File: src/rtl/grid_dfs_explorer_step_defines.svh
// Assertion macros used by the explorer top level.
// Define ASSERT_OFF to compile the checks out.
`ifndef GRID_DFS_EXPLORER_STEP_DEFINES_SVH
`define GRID_DFS_EXPLORER_STEP_DEFINES_SVH

`ifndef ASSERT_OFF
// Property checked at every clock edge outside reset
`define GDFS_ASSERT(lbl, prop, msg) \
    lbl: assert property (@(posedge i_clk) disable iff (!i_rst_n) prop) else $error(msg);
// Condition that must never hold outside reset
`define GDFS_NEVER(lbl, cond, msg) \
    lbl: assert property (@(posedge i_clk) disable iff (!i_rst_n) !(cond)) else $error(msg);
`else
`define GDFS_ASSERT(lbl, prop, msg)
`define GDFS_NEVER(lbl, cond, msg)
`endif

`endif

File: src/rtl/gdfs_pkg.sv
package gdfs_pkg;

    // Grid size
    localparam int GRID_ROWS = 4;
    localparam int GRID_COLS = 5;
    localparam int CELLS     = GRID_ROWS * GRID_COLS;

    // Field widths fixed by the interface
    localparam int ROW_W  = 2;
    localparam int COL_W  = 3;
    localparam int HEAD_W = 2;
    localparam int CMD_W  = 2;
    localparam int MOVE_W = 3;
    localparam int ST_W   = 2;

    // Storage sizing
    localparam int ADDR_W = (CELLS > 1) ? $clog2(CELLS) : 1;
    localparam int SP_W   = $clog2(CELLS + 1);

    // Port widths
    localparam int IN_TDATA_W  = 8;
    localparam int OUT_TDATA_W = 16;
    localparam int CFG_IDX_W   = 2;
    localparam int CFG_DATA_W  = 3;

    // Commands
    localparam logic [CMD_W-1:0] CMD_RESTART = 2'd0;
    localparam logic [CMD_W-1:0] CMD_MARK    = 2'd1;
    localparam logic [CMD_W-1:0] CMD_STEP    = 2'd2;

    // Cell status codes
    localparam logic [ST_W-1:0] ST_UNVISITED = 2'd0;
    localparam logic [ST_W-1:0] ST_VISITED   = 2'd1;
    localparam logic [ST_W-1:0] ST_OBSTACLE  = 2'd2;

    // Absolute directions
    localparam logic [HEAD_W-1:0] DIR_N = 2'd0;
    localparam logic [HEAD_W-1:0] DIR_E = 2'd1;
    localparam logic [HEAD_W-1:0] DIR_S = 2'd2;
    localparam logic [HEAD_W-1:0] DIR_W = 2'd3;
    localparam logic [HEAD_W-1:0] REL_LAST = 2'd3;

    // Move codes
    localparam logic [MOVE_W-1:0] MOVE_FWD  = 3'd0;
    localparam logic [MOVE_W-1:0] MOVE_DONE = 3'd4;

    // Configuration register indexes
    localparam logic [CFG_IDX_W-1:0] CFG_START_ROW  = 2'd0;
    localparam logic [CFG_IDX_W-1:0] CFG_START_COL  = 2'd1;
    localparam logic [CFG_IDX_W-1:0] CFG_START_HEAD = 2'd2;

    typedef logic [ST_W-1:0] t_status;

    typedef struct packed {
        logic [ROW_W-1:0] row;
        logic [COL_W-1:0] col;
    } t_cell;

    // Input beat, last field in the low bits
    typedef struct packed {
        logic [COL_W-1:0] cell_col;
        logic [ROW_W-1:0] cell_row;
        logic [CMD_W-1:0] command;
    } t_item;

    // Result beat, last field in the low bits
    typedef struct packed {
        logic [HEAD_W-1:0] new_heading;
        logic [COL_W-1:0]  new_col;
        logic [ROW_W-1:0]  new_row;
        logic [MOVE_W-1:0] move;
    } t_result;

    typedef struct packed {
        logic [ROW_W-1:0]  row;
        logic [COL_W-1:0]  col;
        logic [HEAD_W-1:0] heading;
    } t_start;

    typedef struct packed {
        logic              we;
        logic [ADDR_W-1:0] waddr;
        t_status           wdata;
        logic              re;
        logic [ADDR_W-1:0] raddr;
    } t_map_req;

    typedef struct packed {
        logic              we;
        logic [ADDR_W-1:0] waddr;
        t_cell             wdata;
        logic              re;
        logic [ADDR_W-1:0] raddr;
    } t_stk_req;

    typedef struct packed {
        logic             ok;
        logic [ROW_W-1:0] row;
        logic [COL_W-1:0] col;
    } t_nbr;

    // Linear cell address, row major
    function automatic logic [ADDR_W-1:0] cell_addr(input logic [ROW_W-1:0] row,
                                                    input logic [COL_W-1:0] col);
        return ADDR_W'(int'(row) * GRID_COLS + int'(col));
    endfunction

    // Neighbour in an absolute direction; ok is low when it lies off the grid
    function automatic t_nbr nbr_of(input logic [ROW_W-1:0]  row,
                                    input logic [COL_W-1:0]  col,
                                    input logic [HEAD_W-1:0] dir);
        t_nbr n;
        n.ok  = 1'b1;
        n.row = row;
        n.col = col;
        unique case (dir)
            DIR_N: begin
                n.ok  = (row != '0);
                n.row = row - 1'b1;
            end
            DIR_E: begin
                n.ok  = (int'(col) + 1 < GRID_COLS);
                n.col = col + 1'b1;
            end
            DIR_S: begin
                n.ok  = (int'(row) + 1 < GRID_ROWS);
                n.row = row + 1'b1;
            end
            default: begin
                n.ok  = (col != '0);
                n.col = col - 1'b1;
            end
        endcase
        return n;
    endfunction

    function automatic logic [ROW_W-1:0] sat_row(input logic [ROW_W-1:0] row);
        return (int'(row) < GRID_ROWS) ? row : ROW_W'(GRID_ROWS - 1);
    endfunction

    function automatic logic [COL_W-1:0] sat_col(input logic [COL_W-1:0] col);
        return (int'(col) < GRID_COLS) ? col : COL_W'(GRID_COLS - 1);
    endfunction

endpackage

File: src/rtl/gdfs_ram.sv
module gdfs_ram #(
    parameter int WIDTH = 8,
    parameter int DEPTH = 32,
    localparam int AW   = (DEPTH > 1) ? $clog2(DEPTH) : 1
) (
    input  logic             i_clk,
    input  logic             i_we,
    input  logic [AW-1:0]    i_waddr,
    input  logic [WIDTH-1:0] i_wdata,
    input  logic             i_re,
    input  logic [AW-1:0]    i_raddr,
    output logic [WIDTH-1:0] o_rdata
);

    logic [WIDTH-1:0] r_mem [DEPTH];
    logic [WIDTH-1:0] r_rdata;

    // One write port, one registered read port (old data on a collision)
    always_ff @(posedge i_clk) begin
        if (i_we) begin
            r_mem[i_waddr] <= i_wdata;
        end
        if (i_re) begin
            r_rdata <= r_mem[i_raddr];
        end
    end

    assign o_rdata = r_rdata;

endmodule

File: src/rtl/gdfs_ctrl.sv
module gdfs_ctrl (
    input  logic               i_clk,
    input  logic               i_rst_n,
    input  logic               i_in_valid,
    output logic               o_in_ready,
    input  gdfs_pkg::t_item    i_item,
    input  gdfs_pkg::t_start   i_start,
    output logic               o_res_valid,
    input  logic               i_res_ready,
    output gdfs_pkg::t_result  o_res,
    output gdfs_pkg::t_map_req o_map_req,
    input  gdfs_pkg::t_status  i_map_rdata,
    output gdfs_pkg::t_stk_req o_stk_req,
    input  gdfs_pkg::t_cell    i_stk_rdata
);
    import gdfs_pkg::*;

    typedef enum logic [6:0] {
        S_IDLE   = 7'b0000001,
        S_VISIT  = 7'b0000010,
        S_READ   = 7'b0000100,
        S_CHECK  = 7'b0001000,
        S_NOMOVE = 7'b0010000,
        S_BACK   = 7'b0100000,
        S_EMIT   = 7'b1000000
    } t_state;

    t_state             r_state, n_state;
    logic [ROW_W-1:0]   r_row,   n_row;
    logic [COL_W-1:0]   r_col,   n_col;
    logic [HEAD_W-1:0]  r_head,  n_head;
    logic [SP_W-1:0]    r_sp,    n_sp;
    logic [HEAD_W-1:0]  r_rel,   n_rel;
    logic [MOVE_W-1:0]  r_move,  n_move;
    logic [CELLS-1:0]   r_vld,   n_vld;
    logic               r_nb_vld, n_nb_vld;

    logic [HEAD_W-1:0]  w_dir;
    t_nbr               w_nb;
    logic [ADDR_W-1:0]  w_nb_addr;
    logic [ADDR_W-1:0]  w_cur_addr;
    logic [ADDR_W-1:0]  w_mark_addr;
    logic               w_mark_ok;
    logic               w_open;
    logic               w_found;
    logic [HEAD_W-1:0]  w_found_dir;
    logic [SP_W-1:0]    w_sp_dec;
    t_nbr               w_back_nb;

    // Probe direction and the neighbour it points at
    assign w_dir       = r_head + r_rel;
    assign w_nb        = nbr_of(r_row, r_col, w_dir);
    assign w_nb_addr   = cell_addr(w_nb.row, w_nb.col);
    assign w_cur_addr  = cell_addr(r_row, r_col);
    assign w_mark_addr = cell_addr(i_item.cell_row, i_item.cell_col);
    assign w_mark_ok   = (int'(i_item.cell_row) < GRID_ROWS) &&
                         (int'(i_item.cell_col) < GRID_COLS);
    assign w_open      = !r_nb_vld || (i_map_rdata == ST_UNVISITED);
    assign w_sp_dec    = r_sp - 1'b1;

    // Which way the popped cell lies; the lowest matching direction wins
    always_comb begin
        w_found     = 1'b0;
        w_found_dir = DIR_N;
        w_back_nb   = '0;
        for (int d = 3; d >= 0; d--) begin
            w_back_nb = nbr_of(r_row, r_col, HEAD_W'(d));
            if (w_back_nb.ok && w_back_nb.row == i_stk_rdata.row &&
                w_back_nb.col == i_stk_rdata.col) begin
                w_found     = 1'b1;
                w_found_dir = HEAD_W'(d);
            end
        end
    end

    assign o_in_ready  = (r_state == S_IDLE);
    assign o_res_valid = (r_state == S_EMIT);
    assign o_res       = '{new_heading: r_head, new_col: r_col,
                           new_row: r_row, move: r_move};

    // Sequencer: restart or mark in idle; a step visits, probes up to four neighbours, pushes or pops, emits
    always_comb begin
        n_state  = r_state;
        n_row    = r_row;
        n_col    = r_col;
        n_head   = r_head;
        n_sp     = r_sp;
        n_rel    = r_rel;
        n_move   = r_move;
        n_vld    = r_vld;
        n_nb_vld = r_nb_vld;

        o_map_req       = '0;
        o_map_req.waddr = w_cur_addr;
        o_map_req.raddr = w_nb_addr;
        o_stk_req       = '0;
        o_stk_req.waddr = r_sp[ADDR_W-1:0];
        o_stk_req.wdata = '{row: r_row, col: r_col};
        o_stk_req.raddr = w_sp_dec[ADDR_W-1:0];

        unique case (r_state)
            S_IDLE: begin
                if (i_in_valid) begin
                    priority if (i_item.command == CMD_RESTART) begin
                        n_vld  = '0;
                        n_sp   = '0;
                        n_row  = sat_row(i_start.row);
                        n_col  = sat_col(i_start.col);
                        n_head = i_start.heading;
                    end else if (i_item.command == CMD_MARK) begin
                        if (w_mark_ok) begin
                            o_map_req.we    = 1'b1;
                            o_map_req.waddr = w_mark_addr;
                            o_map_req.wdata = ST_OBSTACLE;
                            n_vld[w_mark_addr] = 1'b1;
                        end
                    end else if (i_item.command == CMD_STEP) begin
                        n_state = S_VISIT;
                    end else begin
                        n_state = S_IDLE;
                    end
                end
            end
            S_VISIT: begin
                o_map_req.we      = 1'b1;
                o_map_req.wdata   = ST_VISITED;
                n_vld[w_cur_addr] = 1'b1;
                n_rel             = '0;
                n_state           = S_READ;
            end
            S_READ: begin
                if (w_nb.ok) begin
                    o_map_req.re = 1'b1;
                    n_nb_vld     = r_vld[w_nb_addr];
                    n_state      = S_CHECK;
                end else if (r_rel == REL_LAST) begin
                    n_state = S_NOMOVE;
                end else begin
                    n_rel = r_rel + 1'b1;
                end
            end
            S_CHECK: begin
                if (w_open) begin
                    if (int'(r_sp) < CELLS) begin
                        o_stk_req.we = 1'b1;
                        n_sp         = r_sp + 1'b1;
                    end
                    n_row   = w_nb.row;
                    n_col   = w_nb.col;
                    n_head  = w_dir;
                    n_move  = {1'b0, r_rel};
                    n_state = S_EMIT;
                end else if (r_rel == REL_LAST) begin
                    n_state = S_NOMOVE;
                end else begin
                    n_rel   = r_rel + 1'b1;
                    n_state = S_READ;
                end
            end
            S_NOMOVE: begin
                if (r_sp != '0) begin
                    o_stk_req.re = 1'b1;
                    n_sp         = w_sp_dec;
                    n_state      = S_BACK;
                end else begin
                    n_move  = MOVE_DONE;
                    n_state = S_EMIT;
                end
            end
            S_BACK: begin
                if (w_found) begin
                    n_move = {1'b0, w_found_dir - r_head};
                    n_head = w_found_dir;
                end else begin
                    n_move = MOVE_FWD;
                end
                n_row   = i_stk_rdata.row;
                n_col   = i_stk_rdata.col;
                n_state = S_EMIT;
            end
            S_EMIT: begin
                if (i_res_ready) begin
                    n_state = S_IDLE;
                end
            end
            default: begin
                n_state = S_IDLE;
            end
        endcase
    end

    // Control state
    always_ff @(posedge i_clk) begin
        if (!i_rst_n) begin
            r_state <= S_IDLE;
            r_row   <= '0;
            r_col   <= '0;
            r_head  <= DIR_N;
            r_sp    <= '0;
            r_vld   <= '0;
        end else begin
            r_state <= n_state;
            r_row   <= n_row;
            r_col   <= n_col;
            r_head  <= n_head;
            r_sp    <= n_sp;
            r_vld   <= n_vld;
        end
    end

    // Working registers
    always_ff @(posedge i_clk) begin
        r_rel    <= n_rel;
        r_move   <= n_move;
        r_nb_vld <= n_nb_vld;
    end

endmodule

File: src/rtl/grid_dfs_explorer_step.sv
// Channel    Direction  Beat contents
// s_axis     in         tdata: command[1:0], cell_row[3:2], cell_col[6:4]
// m_axis     out        tdata: move[2:0], new_row[4:3], new_col[7:5], new_heading[9:8]
// i_cfg      in         index 0 origin row, 1 origin column, 2 origin heading
//
// Restart, mark and unknown commands are handled in the idle state as the beat is taken.
// A step takes the beat, writes the visited mark, probes neighbours through the
// single read port of the map RAM, pops from the stack RAM at a dead end, and
// hands the result on.
// Reset is synchronous, active low, and clears the map at once (valid bits).
// The output register holds a result while the next beat is taken in; a step
// waits only if its result finds that register still full.
`include "grid_dfs_explorer_step_defines.svh"

module grid_dfs_explorer_step (
    input  logic                                  i_clk,
    input  logic                                  i_rst_n,
    input  logic                                  s_axis_tvalid,
    output logic                                  s_axis_tready,
    // command[1:0], cell_row[3:2], cell_col[6:4], zero[7]
    input  logic [gdfs_pkg::IN_TDATA_W-1:0]       s_axis_tdata,
    output logic                                  m_axis_tvalid,
    input  logic                                  m_axis_tready,
    // move[2:0], new_row[4:3], new_col[7:5], new_heading[9:8], zero[15:10]
    output logic [gdfs_pkg::OUT_TDATA_W-1:0]      m_axis_tdata,
    input  logic                                  i_cfg_valid,
    output logic                                  o_cfg_ready,
    input  logic [gdfs_pkg::CFG_IDX_W-1:0]        i_cfg_index,
    input  logic [gdfs_pkg::CFG_DATA_W-1:0]       i_cfg_data
);
    import gdfs_pkg::*;

    localparam int OUT_PAD_W = OUT_TDATA_W - $bits(t_result);

    t_start   r_start;
    t_result  r_out;
    logic     r_out_valid;

    t_item    w_item;
    t_result  w_res;
    logic     w_res_valid;
    logic     w_res_ready;
    t_map_req w_map_req;
    t_status  w_map_rdata;
    t_stk_req w_stk_req;
    t_cell    w_stk_rdata;

    assign w_item      = s_axis_tdata[$bits(t_item)-1:0];
    assign w_res_ready = !r_out_valid || m_axis_tready;
    assign o_cfg_ready = 1'b1;

    // Start registers
    always_ff @(posedge i_clk) begin
        if (!i_rst_n) begin
            r_start <= '0;
        end else if (i_cfg_valid) begin
            unique case (i_cfg_index)
                CFG_START_ROW:  r_start.row     <= i_cfg_data[ROW_W-1:0];
                CFG_START_COL:  r_start.col     <= i_cfg_data[COL_W-1:0];
                CFG_START_HEAD: r_start.heading <= i_cfg_data[HEAD_W-1:0];
                default:        r_start         <= r_start;
            endcase
        end
    end

    gdfs_ctrl u_ctrl (
        .i_clk       (i_clk),
        .i_rst_n     (i_rst_n),
        .i_in_valid  (s_axis_tvalid),
        .o_in_ready  (s_axis_tready),
        .i_item      (w_item),
        .i_start     (r_start),
        .o_res_valid (w_res_valid),
        .i_res_ready (w_res_ready),
        .o_res       (w_res),
        .o_map_req   (w_map_req),
        .i_map_rdata (w_map_rdata),
        .o_stk_req   (w_stk_req),
        .i_stk_rdata (w_stk_rdata)
    );

    // Cell status map
    gdfs_ram #(
        .WIDTH ($bits(t_status)),
        .DEPTH (CELLS)
    ) u_map_ram (
        .i_clk   (i_clk),
        .i_we    (w_map_req.we),
        .i_waddr (w_map_req.waddr),
        .i_wdata (w_map_req.wdata),
        .i_re    (w_map_req.re),
        .i_raddr (w_map_req.raddr),
        .o_rdata (w_map_rdata)
    );

    // Path stack
    gdfs_ram #(
        .WIDTH ($bits(t_cell)),
        .DEPTH (CELLS)
    ) u_stk_ram (
        .i_clk   (i_clk),
        .i_we    (w_stk_req.we),
        .i_waddr (w_stk_req.waddr),
        .i_wdata (w_stk_req.wdata),
        .i_re    (w_stk_req.re),
        .i_raddr (w_stk_req.raddr),
        .o_rdata (w_stk_rdata)
    );

    // Output register
    always_ff @(posedge i_clk) begin
        if (!i_rst_n) begin
            r_out_valid <= 1'b0;
        end else if (w_res_valid && w_res_ready) begin
            r_out_valid <= 1'b1;
        end else if (m_axis_tready) begin
            r_out_valid <= 1'b0;
        end
    end

    always_ff @(posedge i_clk) begin
        if (w_res_valid && w_res_ready) begin
            r_out <= w_res;
        end
    end

    assign m_axis_tvalid = r_out_valid;
    assign m_axis_tdata  = {OUT_PAD_W'(0), r_out};

    // A step beat closes the input until its result enters the output register
    `GDFS_ASSERT(a_step_blocks_input,
        (s_axis_tvalid && s_axis_tready && w_item.command == CMD_STEP) |=> !s_axis_tready,
        "input still open after a step beat")
    // The sequencer never offers a result while taking a beat
    `GDFS_NEVER(a_no_result_in_idle, s_axis_tready && w_res_valid,
        "result offered while idle")
    // A map write never hits the neighbour being read in the same cycle
    `GDFS_NEVER(a_map_no_collision,
        w_map_req.we && w_map_req.re && (w_map_req.waddr == w_map_req.raddr),
        "map read and write collide")

endmodule

File: config.mk
export PLATFORM = sky130hd
export DESIGN_NAME = grid_dfs_explorer_step
export DESIGN_NICKNAME = d
export VERILOG_FILES = /design/src/rtl/gdfs_pkg.sv /design/src/rtl/gdfs_ram.sv /design/src/rtl/gdfs_ctrl.sv /design/src/rtl/grid_dfs_explorer_step.sv
export VERILOG_INCLUDE_DIRS = /design/src /design/src/rtl
export SDC_FILE = /design/constraint.sdc
export NUM_CORES = 1
export LEC_CHECK = 0
export ABC_AREA = 0
export BUFFER_PORTS_ARGS = -buffer_cell sky130_fd_sc_hd__buf_4
export CAP_MARGIN = 20
export CORE_MARGIN = 2
export CORE_UTILIZATION = 40
export DETAILED_ROUTE_END_ITERATION = 6
export PLACE_DENSITY = 0.58
export SYNTH_ARGS = -nofsm -noshare
export SYNTH_HDL_FRONTEND = slang
export SYNTH_SLANG_ARGS = --single-unit
File: constraint.sdc
create_clock -name i_clk -period 7.65 [get_ports i_clk]
set_input_delay 0.765 -clock i_clk [delete_from_list [all_inputs] [get_ports i_clk]]
set_output_delay 0.765 -clock i_clk [all_outputs]
set_load 0.01 [all_outputs]
After elaboration in Yosys (flattened, before gate mapping). Memory sizes are Yosys's and may differ from the RTL's. A register that Yosys moved wholly into a read port is not among the register bits. Index checks and enable logic that the tools add are counted.

Memories: 2. Register bits after elaboration: 63. Memory bits (writable): 140. Output and inout bits: 19. Input port bits: 18. Word-level logic and storage cells: 204.

Memory list: u_stk_ram.r_mem (words 20, width 5, rd ports 1, clocked after memory_dff 1, wr ports 1, RTL line gdfs_ram.sv:15) `logic [WIDTH-1:0] r_mem [DEPTH];`; u_map_ram.r_mem (words 20, width 2, rd ports 1, clocked after memory_dff 1, wr ports 1, RTL line gdfs_ram.sv:15).

$lt $le $gt $ge: 10. Mux-type cells: 81. Reduce and logical (&&, ||, !) cells: 40. Eq/ne operators: 35. Multipliers: 3. Bitwise gates (word level): 2. $add $sub $neg: 14.

Operators with widths (number): 20-bit 2-to-1 mux (4); 32-bit by 4-bit less-than comparator with 1-bit output (second input constant) (2); 7-bit 2-to-1 mux (8); 7-bit one-hot mux with 7 select lines (1); 20-bit OR (2); 20-bit one-hot mux with 2 select lines (1); 5-bit 2-to-1 mux (7); 2-bit 2-to-1 mux (16); 8-bit 2-to-1 mux (4); 1-bit 2-to-1 mux (20); 5-bit by 6-bit less-than comparator with 1-bit output (second input constant) (3); 3-bit 2-to-1 mux (6); 2-bit one-hot mux with 3 select lines (3); 3-bit one-hot mux with 3 select lines (2); 5-bit by 4-bit adder with 5-bit output (3); 2-bit by 3-bit multiplier with 5-bit output (second input constant) (3); 5-bit one-hot mux with 3 select lines (1); 3-bit nonzero test (5); 2-bit by 1-bit inequality test with 1-bit output (second input constant) (6); 2-bit inequality test (second input constant) (6); 1-bit logical AND (11); 1-bit demux with 5-bit select (2); 5-bit by 1-bit greater-or-equal comparator with 1-bit output (second input constant) (2); 5-bit AND reduction (2); 39 further kinds (65).

Depth between registers and ports, before layout.
Word-level depth: 12. Gate-level depth with buffers: 13. Gate-level depth less buffers: 13.

Cells and area by module. From an unflattened synthesis, not the netlist that was laid out.

Cells, all modules: 794. Area total of the unflattened synthesis: 10223.6 um^2.

By module, submodules not included: gdfs_ram (u_stk_ram) (times used 1, area an instance 4200.3 um^2, cells an instance 217, seq. area each 3153.0 um^2); gdfs_ctrl (times used 1, area an instance 3564.7 um^2, cells an instance 419, seq. area each 960.9 um^2); gdfs_ram (u_map_ram) (times used 1, area an instance 1774.2 um^2, cells an instance 106, seq. area each 1261.2 um^2); grid_dfs_explorer_step (times used 1, area an instance 684.4 um^2, cells an instance 52, seq. area each 460.4 um^2).

Worst setup path after synthesis. OpenSTA, ideal clock, no wires.

Kind: reg-to-reg. From: register u_ctrl.r_row[0]. To: register u_map_ram.r_rdata[0], in the netlist u_map_ram.o_rdata[0], read port of u_map_ram.r_mem, data pin. Period minus slack after synthesis: 4053 ps. Data required time: 7390 ps. Stages on the path, launching flop included: 12. Slack: 3597 ps. Setup time: 260 ps. Data arrival time: 3793 ps. Path buffers: 2. Path through: dfxtp_1 inv_1 ha_1 xnor2_1 o21ai_0 ha_1 ha_1 clkbuf_1 clkbuf_1 mux4_2 mux4_2 mux2_2.

Longest elaborated chain between the ends: 5. Elaborated cells between the ends (all ways): 11. Classes of those cells: 4 x add/sub; 1 x mul; 1 x order compare; 4 x mux; 1 x reduce/logical.

RTL lines: from (decl) (RTL line gdfs_ctrl.sv:29) `logic [ROW_W-1:0] r_row, n_row;`; from (signal assigned) (RTL line gdfs_ctrl.sv:203) `r_row <= n_row;`; parallel branches: the longest is 5 deep, another holds 2-bit by 3-bit multiplier with 5-bit output; to (decl) (RTL line gdfs_ram.sv:16) `logic [WIDTH-1:0] r_rdata;`.

Parallel ways; which one is timed is not known. A chain may end at the register's enable or synchronous reset.

Worst setup path after layout.
From: register u_ctrl.r_col[0]. To: register u_map_ram.r_rdata[1], in the netlist u_map_ram.o_rdata[1], read port of u_map_ram.r_mem, data pin.

Longest elaborated chain between the ends: 5. Elaborated cells between the ends (all ways): 10. Classes of those cells: 4 x add/sub; 1 x order compare; 4 x mux; 1 x reduce/logical.

RTL lines: from (decl) (RTL line gdfs_ctrl.sv:30) `logic [COL_W-1:0] r_col, n_col;`; from (signal assigned) (RTL line gdfs_ctrl.sv:204) `r_col <= n_col;`; 3-bit by 1-bit adder with 4-bit output (RTL line gdfs_pkg.sv:122) `n.ok = (int'(col) + 1 < GRID_COLS);`; 32-bit by 4-bit less-than comparator with 1-bit output (RTL line gdfs_pkg.sv:122); 1-bit one-hot mux with 3 select lines (RTL line gdfs_pkg.sv:116) `unique case (dir)`; 1-bit 2-to-1 mux (RTL line gdfs_ctrl.sv:132) `if (w_nb.ok) begin`; 1-bit 2-to-1 mux (RTL line gdfs_ctrl.sv:101) `unique case (r_state)`.

Parallel ways exist; a longest one is shown, timed or not.

==> run summary <==
outcome - completed
TritonRoute pass-1 iters - 7
crit-path max FO - 22
Hold Path Sink - m_axis_tdata[1]
Crit path largest cell delay - 860 ps
vias in the first global route - 6110
Req. time, crit path - 7920 ps
Max Cap Viol - 0
worst hold path depth - 0
number of synthesized flops with an enable pin - 163
Syn Area/Cell - 13.49 sq um
asr flop ratio synth - 0
slowest CP cell - ha_1
P&R area growth vs syn - 14.54%
cts repair resizes - 0
Seq pwr share - 0.451
Via density - 5.582
Clock Path Buffers - 3
Die X - 161.7 um
Tmin final - 4289 ps
die area - 26160 sq um
core area - 24390 sq um
CP Capture Type - flip-flop
HP Class - flip-flop to flip-flop
combinational power share - 0.085
top_reg_cell synth - edfxtp_1
most frequent cells in the layout - edfxtp_1, nor2_1, dfxtp_1
PwrDens - 240.8 nW/um^2
Peak Freq - 233.2 MHz
P_leak - 4.048 nW
CTS H-tree depth - 1
Skew-Pair Late Insertion Delay - 510 ps
period utilization - 0.5607
NumNets Final - 821
Critical R2R Launch - u_ctrl.r_col[0]
Placer Congestion - 0.8728
initial core utilization - 0.4081
Fin Setup TNS - 0 ps
antenna violation net count after detailed routing - 0
cell area after synthesis - 9953 sq um
number of synthesized register bits - 210
Final Slew Violations - 0
Reg-to-Reg End - u_map_ram.o_rdata[1]
post-placement setup slack - 2960 ps
Internal - 2.150 mW
first-pass GRT wire length - 33990 um
max_slew headroom - 0.3879
final routed DRC violation total - 0
arrival time of the worst setup path - 4560 ps
Yosys cell types - 63
ant diodes - 0
endpoints failing setup - 0
Syn. warnings - 0
Sink Count - 210
CTS tree - built
setup ws final - 3361 ps
DR WL/cell - 19.58 um
worst slew pin tran - 916.1 ps
Die H - 161.7 um
routed wire length - 21790 um
via count - 6213
Tot GR Track Use - 0.1664
Num CTS Buffers - 24
initial antenna violation count - 0
most common cell after layout, fill and taps aside - edfxtp_1
CP most frequent cell - ha_1
clock root buffer - clkbuf_16
clk slew on worst S/H paths - 60 ps
Psw - 0.5955 mW
hold path start - u_ctrl.r_move[1]
GR Overflow Total - 0
port bufs - 28
post-DP HPWL - 14790 um
Setup Fix Bufs, Post-CTS - 0
Seq/Total Area, Yosys - 0.5863
Worst IR Drop VDD - 0.1587 mV
critical path type - flip-flop to flip-flop
row cnt - 57
RSZ-0062 raised after global routing - no
clock share of power - 0.464
clk_skew - 18.73 ps
sw frac - 0.2169
First DRT Iteration DRCs - 669
critical path launch point type - flip-flop
layout cells sized above 1 - 0.1876
Final Hold Viols - 0
largest net degree at the start of global routing - 34
Hold Buf Count CTS - 0
worst reg2reg setup slack - 3360 ps
# IOs - 37
CP cell instances - buf_16 -> inv_1 -> ha_1 -> xor2_1 -> a21oi_1 -> ha_1 -> ha_1 -> mux4_2 -> mux4_2 -> mux2_2
worst reg-to-reg path cell count - 10
synthesized instance count - 738
kinds of logic (layout without fill, tap and decap cells):
logic type      count (synthesis)  after routing  share of synthesized area
other cells                     2              7                  0.0007545
simple gates                  216            216                     0.1071
flops                         210            210                     0.5863
mux                            79             79                     0.1356
xor+xnor                       25             25                    0.02476
fa+ha+maj                      32             32                    0.04249
compound gates                117            117                    0.07580
buf+inv                        57            103                    0.02715
cells in the mapped netlist, types with 5 or more instances:
| master | count | area share |
|---|---|---|
| a211oi_1 | 6 | 0.0045 |
| a21o_1 | 5 | 0.0038 |
| a21oi_1 | 39 | 0.020 |
| and2_1 | 9 | 0.0057 |
| and3_1 | 6 | 0.0038 |
| buf_2 | 6 | 0.0030 |
| buf_4 | 9 | 0.0068 |
| clkbuf_1 | 18 | 0.0068 |
| dfxtp_1 | 47 | 0.095 |
| edfxtp_1 | 163 | 0.49 |
| ha_1 | 29 | 0.036 |
| inv_1 | 19 | 0.0072 |
| mux2_2 | 17 | 0.019 |
| mux2i_1 | 19 | 0.019 |
| mux4_2 | 43 | 0.097 |
| nand2_1 | 39 | 0.015 |
| nand2b_1 | 6 | 0.0038 |
| nand3_1 | 14 | 0.0070 |
| nand3b_1 | 6 | 0.0045 |
| nor2_1 | 87 | 0.033 |
| nor3_1 | 13 | 0.0065 |
| nor3b_1 | 9 | 0.0068 |
| nor4_1 | 5 | 0.0031 |
| o21ai_0 | 16 | 0.0080 |
| o22ai_1 | 16 | 0.010 |
| or3_1 | 8 | 0.0050 |
| xnor2_1 | 12 | 0.011 |
| xor2_1 | 11 | 0.0097 |
sequential cells by signal, indices dropped and copies added, names as in the netlist:
register,count
u_ctrl.r_row,2
r_start,7
u_ctrl.r_move,3
u_ctrl.r_vld,20
u_ctrl.r_sp,5
u_stk_ram.r_mem,100
u_ctrl.r_col,3
u_ctrl.r_head,2
u_stk_ram.o_rdata,5
u_ctrl.r_rel,2
m_axis_tvalid,1
u_map_ram.o_rdata,2
u_ctrl.r_nb_vld,1
m_axis_tdata,10
u_ctrl.r_state,7
u_map_ram.r_mem,40
critical path, delay by kind of cell, from the launching register on:
| family | cells | cell delay, ps |
|---|---|---|
| xor gates and xnor gates | 1 | 190 |
| buffers and inverters | 2 | 300 |
| adders and majority gates | 3 | 1480 |
| muxes | 3 | 1200 |
| AOI/OAI and AO/OA | 1 | 250 |
| DFF | 1 | 610 |
final cells by class:
| cell class | instances | area [sq um] |
|---|---|---|
| clock buffers | 31 | 668.1 |
| repair buffers | 40 | 325.3 |
| fillers | 2173 | 12990 |
| multi-input cells | 476 | 3866 |
| clock inverters | 13 | 227.7 |
| flip-flops and latches | 210 | 5837 |
| inverters | 19 | 71.32 |
| well taps | 324 | 405.4 |
worst max path at each step:
stage,startpoint,to,slack (ps)
after detailed placement,u_ctrl.r_col[0],u_map_ram.o_rdata[1],2960
after floorplan,u_ctrl.r_row[0],u_map_ram.o_rdata[0],3600
after global placement,u_ctrl.r_col[0],u_map_ram.o_rdata[0],3140
final,u_ctrl.r_col[0],u_map_ram.o_rdata[1],3360
after CTS,u_ctrl.r_col[0],u_map_ram.o_rdata[1],2900
after global routing,u_ctrl.r_col[0],u_map_ram.o_rdata[1],3150
power groups by stage:
stage	clock network (mW)	logic [mW]	registers [mW]
floorplan	0	0.165	1.26
global placement	0	0.223	1.26
detailed placement	0	0.229	1.26
CTS	1.30	0.231	1.24
global route	1.35	0.256	1.24
finish	1.27	0.234	1.24
layer usage:
layer / part of all wire / vias to the layer above / GRT usage
met5: 0 / - / 0
met4: 0.020 / 0 / 0.04264
met3: 0.060 / 49 / 0.02451
met2: 0.47 / 231 / 0.2764
met1: 0.45 / 3053 / 0.2313
li1: - / 2880 / -
per-stage QoR:
stage | utilization | cells | power, mW | hold WS [ps] | cell area (sq um)
floorplan | - | 743 | 1.429 | 400.3 | 9972
global placement | 0.4287 | 1066 | 1.486 | 403.4 | 10460
detailed placement | 0.4290 | 1067 | 1.493 | 410.8 | 10460
CTS | 0.4657 | 1111 | 2.768 | 424.1 | 11360
global route | 0.4674 | 1113 | 2.843 | 438.2 | 11400
finish | 0.4674 | 1113 | 2.746 | 420.6 | 11400
(Power assumes the default switching activity.)
